## src/design/lkv_pkg.sv

```systemverilog
`default_nettype none
// ----------------------------------------------------------------------------
// lkv_pkg
// Shared types and codes for the LRU key/value cache.
// ----------------------------------------------------------------------------
package lkv_pkg;

	localparam int KEY_W = 32;
	localparam int VAL_W = 32;
	localparam int CAP_W = 4;
	localparam int OCC_W = 4;

	// command codes (code 3 is treated as a probe)
	localparam logic [1:0] CMD_GET   = 2'd0;
	localparam logic [1:0] CMD_PUT   = 2'd1;
	localparam logic [1:0] CMD_PROBE = 2'd2;

	// status codes
	localparam logic [1:0] ST_HIT      = 2'd0;
	localparam logic [1:0] ST_MISS     = 2'd1;
	localparam logic [1:0] ST_INSERTED = 2'd2;
	localparam logic [1:0] ST_UPDATED  = 2'd3;

	typedef struct packed {
		logic [1:0]       cmd;
		logic [KEY_W-1:0] key;
		logic [VAL_W-1:0] value;
	} req_t;

	typedef struct packed {
		logic [1:0]       status;
		logic [VAL_W-1:0] read_value;
		logic             evicted;
		logic [KEY_W-1:0] evicted_key;
		logic [OCC_W-1:0] occupancy;
	} res_t;

endpackage : lkv_pkg
`default_nettype wire

```

## src/design/lkv_store.sv

```systemverilog
`default_nettype none
// ----------------------------------------------------------------------------
// lkv_store
// Entry storage with parallel key match, LRU rank update, victim select
// and insertion. Result is combinational; state updates when step is high.
// ----------------------------------------------------------------------------
module lkv_store
	import lkv_pkg::*;
#(
	parameter int MAX_ENTRIES = 8
) (
	input  wire logic             clk,
	input  wire logic             arst_n,
	input  wire logic             clr,
	input  wire logic [CAP_W-1:0] cap,
	input  wire logic             step,
	input  wire req_t             req,
	output res_t                  res
);

	localparam int RW = (MAX_ENTRIES > 1) ? $clog2(MAX_ENTRIES) : 1;
	localparam int CW = $clog2(MAX_ENTRIES + 1);
	localparam int LW = CW + CAP_W;

	logic [KEY_W-1:0]       key_q   [MAX_ENTRIES];
	logic [VAL_W-1:0]       value_q [MAX_ENTRIES];
	logic [RW-1:0]          rank_q  [MAX_ENTRIES];
	logic [MAX_ENTRIES-1:0] valid_q;
	logic [CW-1:0]          count_q;

	logic [MAX_ENTRIES-1:0] hit_oh, evict_oh, free_oh, valid_after;
	logic                   hit, found, full, is_get, is_put, do_evict, do_insert;
	logic [RW-1:0]          hit_rank;
	logic [VAL_W-1:0]       hit_value;
	logic [KEY_W-1:0]       victim_key;
	logic [LW-1:0]          cap_w, limit, occ_w;
	logic [CW-1:0]          count_m1, count_d;

	assign is_get = (req.cmd == CMD_GET);
	assign is_put = (req.cmd == CMD_PUT);

	// first matching valid entry
	always_comb begin
		hit_oh    = '0;
		found     = 1'b0;
		hit_rank  = '0;
		hit_value = '0;
		for (int i = 0; i < MAX_ENTRIES; i++) begin
			if (valid_q[i] && key_q[i] == req.key && !found) begin
				hit_oh[i] = 1'b1;
				found     = 1'b1;
			end
			hit_rank  = hit_rank  | (hit_oh[i] ? rank_q[i]  : '0);
			hit_value = hit_value | (hit_oh[i] ? value_q[i] : '0);
		end
		hit = found;
	end

	// effective capacity: zero acts as one, clipped to the entry count
	assign cap_w    = LW'(cap);
	assign limit    = (cap == '0) ? LW'(1)
	                : (cap_w > LW'(MAX_ENTRIES)) ? LW'(MAX_ENTRIES) : cap_w;
	assign full     = (LW'(count_q) >= limit) && (count_q != '0);
	assign count_m1 = count_q - CW'(1);
	assign do_evict = is_put && !hit && full;

	// least recent entry holds rank count-1
	always_comb begin
		victim_key = '0;
		for (int i = 0; i < MAX_ENTRIES; i++) begin
			evict_oh[i] = do_evict && valid_q[i] && (CW'(rank_q[i]) == count_m1);
			victim_key  = victim_key | (evict_oh[i] ? key_q[i] : '0);
		end
	end

	assign valid_after = valid_q & ~evict_oh;

	// lowest free slot after eviction
	always_comb begin
		free_oh = '0;
		for (int i = 0; i < MAX_ENTRIES; i++) begin
			if (!valid_after[i] && free_oh == '0) begin
				free_oh[i] = 1'b1;
			end
		end
	end

	assign do_insert = is_put && !hit && (free_oh != '0);

	always_comb begin
		count_d = count_q;
		if (do_evict && evict_oh != '0) begin
			count_d = count_d - CW'(1);
		end
		if (do_insert) begin
			count_d = count_d + CW'(1);
		end
	end

	assign occ_w = LW'(count_d);

	always_comb begin
		res.read_value  = (is_get && hit) ? hit_value : '0;
		res.evicted     = (evict_oh != '0);
		res.evicted_key = victim_key;
		res.occupancy   = occ_w[OCC_W-1:0];
		if (is_get) begin
			res.status = hit ? ST_HIT : ST_MISS;
		end else if (is_put) begin
			res.status = hit ? ST_UPDATED : ST_INSERTED;
		end else begin
			res.status = hit ? ST_HIT : ST_MISS;
		end
	end

	// control state
	always_ff @(posedge clk or negedge arst_n) begin
		if (!arst_n) begin
			valid_q <= '0;
			count_q <= '0;
			for (int i = 0; i < MAX_ENTRIES; i++) begin
				rank_q[i] <= '0;
			end
		end else if (clr) begin
			valid_q <= '0;
			count_q <= '0;
			for (int i = 0; i < MAX_ENTRIES; i++) begin
				rank_q[i] <= '0;
			end
		end else if (step) begin
			count_q <= count_d;
			for (int i = 0; i < MAX_ENTRIES; i++) begin
				if (hit && (is_get || is_put)) begin
					if (hit_oh[i]) begin
						rank_q[i] <= '0;
					end else if (valid_q[i] && rank_q[i] < hit_rank) begin
						rank_q[i] <= rank_q[i] + RW'(1);
					end
				end else if (is_put && !hit) begin
					if (free_oh[i] && do_insert) begin
						valid_q[i] <= 1'b1;
						rank_q[i]  <= '0;
					end else if (evict_oh[i]) begin
						valid_q[i] <= 1'b0;
						rank_q[i]  <= '0;
					end else if (valid_after[i] && do_insert) begin
						rank_q[i] <= rank_q[i] + RW'(1);
					end
				end
			end
		end
	end

	// payload
	always_ff @(posedge clk) begin
		if (step && is_put) begin
			for (int i = 0; i < MAX_ENTRIES; i++) begin
				if (hit && hit_oh[i]) begin
					value_q[i] <= req.value;
				end else if (!hit && do_insert && free_oh[i]) begin
					key_q[i]   <= req.key;
					value_q[i] <= req.value;
				end
			end
		end
	end

endmodule : lkv_store
`default_nettype wire

```

## src/design/lru_key_value_cache.sv

```systemverilog
`default_nettype none
// ----------------------------------------------------------------------------
// lru_key_value_cache
// Fully associative key/value cache with least-recently-used replacement.
// ----------------------------------------------------------------------------
// Path: an accepted request is held in the request register, and its result is
//   written to the result register for m_tdata; while m_tready holds it off, the next request waits.
// Throughput: one request per cycle while m_tready is high; lookup, rank update
//   and victim pick run in one pass between request and result registers.
// Reset: all entries invalid, occupancy zero, capacity 8, no result pending.
// A capacity write clears the store.
module lru_key_value_cache
	import lkv_pkg::*;
#(
	parameter int MAX_ENTRIES = 8
) (
	input  wire logic             clk,
	input  wire logic             arst_n,
	// capacity register write
	input  wire logic             cfg_valid,
	output logic                  cfg_ready,
	input  wire logic [CAP_W-1:0] cfg_data,
	// request stream
	input  wire logic             s_tvalid,
	output logic                  s_tready,
	input  wire logic [71:0]      s_tdata,  // command[1:0], lookup_key[33:2],
	                                        // write_value[65:34], zero pad
	// result stream
	output logic                  m_tvalid,
	input  wire logic             m_tready,
	output logic [71:0]           m_tdata   // status[1:0], read_value[33:2],
	                                        // evicted[34], evicted_key[66:35],
	                                        // occupancy[70:67], zero pad
);

	logic [CAP_W-1:0] cap_q;
	logic             s1_valid_q, out_valid_q;
	req_t             req_s1, req_in;
	res_t             res_c, res_q;
	logic             advance;

	// stage 1 hands its request to the store when the result slot is free
	// or is being drained this cycle
	assign advance   = s1_valid_q && (!out_valid_q || m_tready);
	assign s_tready  = !s1_valid_q || advance;
	assign cfg_ready = 1'b1;

	assign req_in.cmd   = s_tdata[1:0];
	assign req_in.key   = s_tdata[33:2];
	assign req_in.value = s_tdata[65:34];

	always_ff @(posedge clk or negedge arst_n) begin
		if (!arst_n) begin
			cap_q <= CAP_W'(8);
		end else if (cfg_valid && cfg_ready) begin
			cap_q <= cfg_data;
		end
	end

	// request register
	always_ff @(posedge clk or negedge arst_n) begin
		if (!arst_n) begin
			s1_valid_q <= 1'b0;
		end else if (s_tready) begin
			s1_valid_q <= s_tvalid;
		end
	end

	always_ff @(posedge clk) begin
		if (s_tvalid && s_tready) begin
			req_s1 <= req_in;
		end
	end

	lkv_store #(
		.MAX_ENTRIES(MAX_ENTRIES)
	) u_store (
		.clk   (clk),
		.arst_n(arst_n),
		.clr   (cfg_valid && cfg_ready),
		.cap   (cap_q),
		.step  (advance),
		.req   (req_s1),
		.res   (res_c)
	);

	// result register
	always_ff @(posedge clk or negedge arst_n) begin
		if (!arst_n) begin
			out_valid_q <= 1'b0;
		end else if (advance) begin
			out_valid_q <= 1'b1;
		end else if (m_tready) begin
			out_valid_q <= 1'b0;
		end
	end

	always_ff @(posedge clk) begin
		if (advance) begin
			res_q <= res_c;
		end
	end

	assign m_tvalid = out_valid_q;
	assign m_tdata  = {1'b0, res_q.occupancy, res_q.evicted_key, res_q.evicted,
	                   res_q.read_value, res_q.status};

endmodule : lru_key_value_cache
`default_nettype wire
```

## config.mk

```make
export PLATFORM = sky130hd
export DESIGN_NAME = lru_key_value_cache
export DESIGN_NICKNAME = d
export VERILOG_FILES = /design/src/design/lkv_pkg.sv /design/src/design/lkv_store.sv /design/src/design/lru_key_value_cache.sv
export SDC_FILE = /design/constraint.sdc
export NUM_CORES = 1
export LEC_CHECK = 0
export BUFFER_PORTS_ARGS = -buffer_cell sky130_fd_sc_hd__buf_2
export CAP_MARGIN = 20
export CORE_ASPECT_RATIO = 0.8
export CORE_MARGIN = 1.5
export CORE_UTILIZATION = 45
export CTS_CLUSTER_DIAMETER = 80
export DETAILED_ROUTE_END_ITERATION = 6
export PLACE_DENSITY = 0.67
export SYNTH_ARGS = -nofsm -noshare
export SYNTH_HDL_FRONTEND = slang
export SYNTH_SLANG_ARGS = --single-unit
```

## constraint.sdc

```tcl
create_clock -name clk -period 7.3 [get_ports clk]
set_clock_uncertainty 0.15 [all_clocks]
set_input_delay 1.46 -clock clk [delete_from_list [all_inputs] [get_ports clk]]
set_output_delay 1.46 -clock clk [all_outputs]
set_load 0.03 [all_outputs]
```

==> run_results.csv, run 1 <==
group,metric,value,unit
logic_synthesis,yosysUniqueCellTypes,96,
cts,clk_latency,0.63,ns
power_and_ir_drop,power.density,245,mW/mm2
cts,cts_buffers,71,
logic_synthesis,postSynthAreaPerCell,14.1,um2
logic_synthesis,synthFlopType,"edfxtp_1",
global_route,antenna_found_initial,3,
setup_path,crit_fanout,16,
routing,met1Wirelength,44000,um
cts,cts_setup_buffers,0,
routing,firstDrtPassIters,7,
floorplanning,boundaryPins,156,
global_route,grt_pass1_vias,19618,
setup_path,crit_arrival,7.25,ns
routing,top_layer,"met5",
global_route,track_usage,28.7,%
hold_path,hp-class,"flip-flop to flip-flop",
timing,rsz0062_at_grt,"false",
timing,fmaxAchievable,0.146,GHz
setup_path,cp.buffers_inverters,0,
timing,setup_viol,0,
power_and_ir_drop,ir_worst_vdd,155,uV
cts,cts_hold_buf,0,
outcome,violations,"DRC",
logic_synthesis,ys_async_sr_fraction,6.08,%
logic_synthesis,synth_edf_count,649,
timing,fin_crit,6.86,ns
finish,fillerInstances,5684,
global_route,overflow,0,
timing,hold_viol_final,0,
setup_path,path_cells,"xnor2_1 -> nand4_1 -> nor4_1 -> nand4_1 -> nand3_2 -> nor2_4 -> a222oi_1 -> nand3_1 -> a21oi_1 -> ha_1 -> a2111oi_0 -> a2111oi_4 -> or4b_1 -> o21ai_1",
cts,cts_resized,0,
logic_synthesis,synth_area,0.0310,mm2
timing,fin_hold_ws,0.377,ns
outcome,status,"finished with violations",
cts,cts_tree,"done",
finish,nets,2464,
cts,cts.sinks,691,
finish,area_delta_synth_final,13.8,%
setup_path,critPathKind,"flip-flop to flip-flop",
cts,clockBufferDepth,3,
floorplanning,rows,85,
timing,slew_headroom,23.1,%
setup_path,cp_top_family,"simple AND/OR/NAND/NOR gates",
routing,wl_per_cell,30.5,um
setup_path,path_common_cell,"nand4_1",
routing,wl,101000,um
job,cap_violations,0,
timing,min_period_over_period,93.9,%
routing,via_per_inst,6.26,
setup_path,end_kind,"flip-flop",
timing,drv_slew,0,
global_route,grt_max_degree,67,
power_and_ir_drop,leakage,0.0119,uW
floorplanning,start_util,45.8,%
cts,clock-root-buffer,"clkbuf_16",
logic_synthesis,synthCells,2192,
timing,worst_pin_slew,1.15,ns
setup_path,crit_required,7.69,ns
setup_path,cpMaxStageDelayCell,"a21oi_1",
setup_path,slowest_delay,0.90,ns
floorplanning,die_x,296,um
routing,ant_nets,0,
timing,finalSetupTns,0,ns
routing,remaining_drc_errors,13,
cts,cts.reportedPaths.clkPinSlew,0.06,ns
logic_synthesis,synth_nets,2304,
placed_design,gp_congestion,1.03,
routing,met3_length,12300,um
placed_design,dpl.hpwl,68200,um
routing,vias,20812,
logic_synthesis,ys_ff_latch,691,
setup_path,crit_path_start_kind,"flip-flop",
floorplanning,core,0.0676,mm2
placed_design,port_buffers,147,
logic_synthesis,ys.warnings.count,0,
logic_synthesis,ys_seq_area_share,66.3,%
cts,htree_num_levels,3,
routing,met2_length,43300,um
floorplanning,dieArea,0.0704,mm2
routing,drtIter0Drc,2884,
floorplanning,die_h,238,um
global_route,grt_first_pass_wirelength,143000,um
finish,final_core_util,52.1,%
finish,drive_gt1_share,15.7,%
[cells by family after synthesis]
kind of cell             Yosys count  synth area share (%)
AND/OR/NAND/NOR                  570                  10.2
flip-flops                       691                  66.3
XOR/XNOR                         288                  8.42
buffers and inverters            186                  2.68
multiplexers                      52                  1.72
adder cells (fa/ha/maj)           31                  1.25
other                              2                0.0242
AO/OA/AOI/OAI                    372                  9.32
[per-stage QoR]
stage | worst slack [ns] | area, um2 | power [uW] | std cells
floorplan | 0.918 | 31000 | 4900 | 2192
global placement | 0.831 | 33000 | 5120 | 3191
detailed placement | 0.700 | 33000 | 5130 | 3191
CTS | 0.670 | 35200 | 8660 | 3320
global route | 0.138 | 35200 | 8870 | 3322
finish | 0.444 | 35200 | 8630 | 3322
[power breakdown]
group,total (uW),leakage [uW],internal (uW),switching [uW]
clock network,3560,0.00110,2030,1530
logic,516,0.00431,161,355
registers,4550,0.00650,4420,130
total,8630,0.0119,6610,2020
[sequential cells by signal, indices dropped and copies added, names as in the netlist]
register         cells
m_tdata             71
m_tvalid             1
req_s1              66
u_store.count_q      4
u_store.rank_q      24
cap_q                4
s1_valid_q           1
u_store.value_q    256
u_store.key_q      256
u_store.valid_q      8
[cell usage in the layout (no fill, tap or decap), drive strengths merged, types with 9 or more instances in the layout]
cell,count
xor2,166
a22o,20
a41oi,34
nor2,61
nand2,125
edfxtp,649
nor4,74
xnor2,116
and2,11
ha,31
dfrtp,41
mux2i,44
a22oi,91
nand4b,9
inv,73
and3,13
nor3,30
clkinv,27
buf,204
nand4,76
a221oi,19
nand3,92
or4,15
clkbuf,89
o21ai,66
a222oi,34
a21oi,31
nand2b,15
[final cells by class]
cell class	instances	area (um2)	area share, %
antenna	1	2.50	0.00710
clock buffer	89	1880	5.32
clock inverter	40	400	1.14
inverter	69	262	0.742
multi-input combinational	1315	9760	27.7
sequential	691	20500	58.3
tap	913	1140	3.24
timing repair buffer	204	1260	3.59
[cells in the mapped netlist (8+ instances only)]
master	number	area, um2
buf_2	24	120
nor4b_1	8	70.1
nand2_1	123	462
nand4_1	76	475
ha_1	31	388
nor2_1	60	225
and2_1	8	50.1
xnor2_1	116	1020
a22oi_1	91	683
buf_4	13	97.6
a41oi_1	33	289
a222oi_1	34	340
nand4b_1	9	78.8
a221oi_1	19	166
xor2_1	166	1450
and3_1	13	81.3
nand2b_1	15	93.8
a22o_1	20	175
dfrtp_1	41	1030
clkbuf_1	66	248
edfxtp_1	649	19500
o21ai_0	62	310
nand3_1	89	445
mux2i_1	44	440
a21oi_1	31	155
nor3_1	28	140
nor4_1	68	425
or4_1	12	90.1
nor2b_1	8	50.1
inv_1	68	255
[worst paths after layout]
| path | start | to | slack (ns) | depth (start not counted) |
|---|---|---|---|---|
| max | req_s1[58] | u_store.rank_q[19] | 0.44 | 14 |
| min | cap_q[0] | cap_q[0] | 0.38 | 1 |
| max reg2reg | req_s1[58] | u_store.rank_q[19] | 0.44 | 14 |
| min reg2reg | cap_q[0] | cap_q[0] | 0.38 | 1 |
| max in group asynchronous | arst_n | cap_q[3] | 5.79 | 2 |
| min in group asynchronous | arst_n | u_store.rank_q[0] | 0.63 | 1 |
[routing by layer]
layer / global-route usage (%) / vias up
met5: 0 / -
met4: 6.31 / 2
met3: 8.17 / 135
met2: 40.4 / 1216
met1: 43.7 / 10557
li1: - / 8902
No activity file was read; power rests on OpenSTA's default activity.
==> inputs of run 2 (changes only) <==
- clock period: 7.3 -> 8.31 ns (I/O delays scaled with it)
==> run_results.csv, run 2 (synthesis gave the netlist of run 1 again) <==
group,metric,value,unit
outcome,status,"complete, no violations",
setup_path,crit_path_start_kind,"flip-flop",
routing,ant_nets,0,
cts,clock-root-buffer,"clkbuf_16",
timing,worst_pin_slew,1.13,ns
setup_path,cpMaxStageDelayCell,"nor4_1",
placed_design,gp_congestion,1.04,
cts,cts_buffers,74,
floorplanning,start_util,45.8,%
finish,nets,2460,
placed_design,placed_cell_area,0.0329,mm2
floorplanning,die_h,238,um
cts,cts_hold_buf,0,
timing,min_period_over_period,84.5,%
setup_path,path_common_cell,"buf_4",
cts,cts.sinks,691,
routing,wl,102000,um
setup_path,path_cells,"xor2_1 -> nor4_1 -> nand4_1 -> or4_1 -> nand2_2 -> nor3_1 -> ha_1 -> buf_4 -> and4_1 -> a21boi_0 -> nor4b_1 -> o211ai_1 -> inv_1 -> a21oi_1 -> nor2_4 -> buf_4",
setup_path,end_kind,"flip-flop",
floorplanning,boundaryPins,156,
cts,cts_tree,"done",
finish,drive_gt1_share,15.6,%
timing,hold_viol_final,0,
floorplanning,die_x,296,um
finish,design_area,0.0354,mm2
routing,vias,21041,
global_route,grt_pass1_vias,19734,
timing,fmaxAchievable,0.142,GHz
cts,clk_latency,0.64,ns
routing,drtIter0Drc,3263,
global_route,track_usage,29.0,%
timing,finalSetupTns,0,ns
placed_design,port_buffers,147,
global_route,overflow,0,
cts,cts.reportedPaths.clkPinSlew,0.06,ns
setup_path,critPathKind,"flip-flop to flip-flop",
routing,wl_per_cell,30.7,um
finish,area_delta_synth_final,14.4,%
cts,clockBufferDepth,3,
power_and_ir_drop,leakage,0.0120,uW
timing,drv_slew,0,
placed_design,dpl.hpwl,69100,um
cts,cts_setup_buffers,0,
placed_design,post-place-cells,3184,
timing,slew_headroom,24.0,%
routing,firstDrtPassIters,6,
job,cap_violations,0,
global_route,grt_first_pass_wirelength,144000,um
hold_path,hp-class,"flip-flop to flip-flop",
floorplanning,core,0.0676,mm2
setup_path,crit_arrival,7.14,ns
cts,htree_num_levels,3,
setup_path,crit_required,8.43,ns
setup_path,crit_fanout,32,
finish,layout_common_cells,"edfxtp_1, xor2_1, buf_2, nand2_1, xnor2_1",
timing,fin_crit,7.02,ns
setup_path,slowest_delay,0.90,ns
global_route,grt_max_degree,72,
finish,finalNonFillerCells,3324,
timing,setup_viol,0,
finish,final_common_cell,"edfxtp_1",
cts,cts_resized,0,
routing,via_per_inst,6.33,
floorplanning,rows,85,
finish,final_core_util,52.4,%
finish,fillerInstances,5611,
power_and_ir_drop,ir_worst_vdd,181,uV
routing,remaining_drc_errors,0,
global_route,antenna_found_initial,6,
timing,rsz0062_at_grt,"false",
power_and_ir_drop,power.density,223,mW/mm2
floorplanning,dieArea,0.0704,mm2
[run 2: changes by cell type in the layout (fill, tap and decap cells not counted), moves of 2 or more]
cell	previous run	this run
clkbuf_1	16	20
clkinv_4	0	2
clkinv_1	14	10
buf_4	49	43
inv_6	2	4
clkinvlp_4	4	2
clkbuf_16	72	75
diode_2	1	4
clkinv_2	9	6
clkinv_8	4	1
bufinv_16	5	11
[run 2: final cells by class]
type | count | area, um2 | share of cell area, %
Sequential cell | 691 | 20500 | 58.0
Inverter | 69 | 262 | 0.738
Clock buffer | 95 | 1950 | 5.51
Timing Repair Buffer | 197 | 1200 | 3.38
Multi-Input combinational cell | 1315 | 9760 | 27.5
Antenna cell | 4 | 10.0 | 0.0282
Clock inverter | 40 | 572 | 1.61
Tap cell | 913 | 1140 | 3.22
[run 2: worst max-delay path, delay by kind of cell (launching register included)]
family | cells | cell delay [ns]
buffers and inverters | 3 | 0.82
AND/OR/NAND/NOR | 8 | 3.47
adder cells (fa/ha/maj) | 1 | 0.21
AO/OA/AOI/OAI | 3 | 0.91
flip-flops | 1 | 0.74
XOR/XNOR | 1 | 0.27
[run 2: final timing paths]
path                             from                endpoint  slack (ns)  depth (start not counted)
hold reg to reg              cap_q[0]                cap_q[0]        0.37                          1
hold / removal               cap_q[0]                cap_q[0]        0.37                          1
min in group asynchronous      arst_n      u_store.valid_q[4]        0.79                          1
setup / recovery           req_s1[34]  u_store.value_q[1][33]        1.29                         16
max in group asynchronous      arst_n                cap_q[3]        6.66                          2
setup reg to reg           req_s1[34]  u_store.value_q[1][33]        1.29                         16
[run 2: through the flow]
step	hold slack (ns)	setup slack [ns]	total power, uW
2_1_floorplan	0.321	1.93	4310
3_3_place_gp	0.348	1.66	4500
3_5_place_dp	0.371	1.48	4520
4_1_cts	0.384	1.47	7930
5_1_grt	0.394	1.14	8110
6_report	0.372	1.29	7910
[run 2: routing by layer]
metal	GRT usage [%]	vias up	part of all wire (%)
li1	-	8904	-
met5	0	-	0.033
met1	45.1	10643	44
met4	6.71	6	2.1
met2	39.5	1333	41
met3	8.42	155	13
[run 2: power by group]
group | internal (uW) | leakage (uW) | total (uW) | switching (uW)
combinational | 141 | 0.00427 | 451 | 310
clock | 2030 | 0.00122 | 3450 | 1420
sequential | 3890 | 0.00650 | 4010 | 123
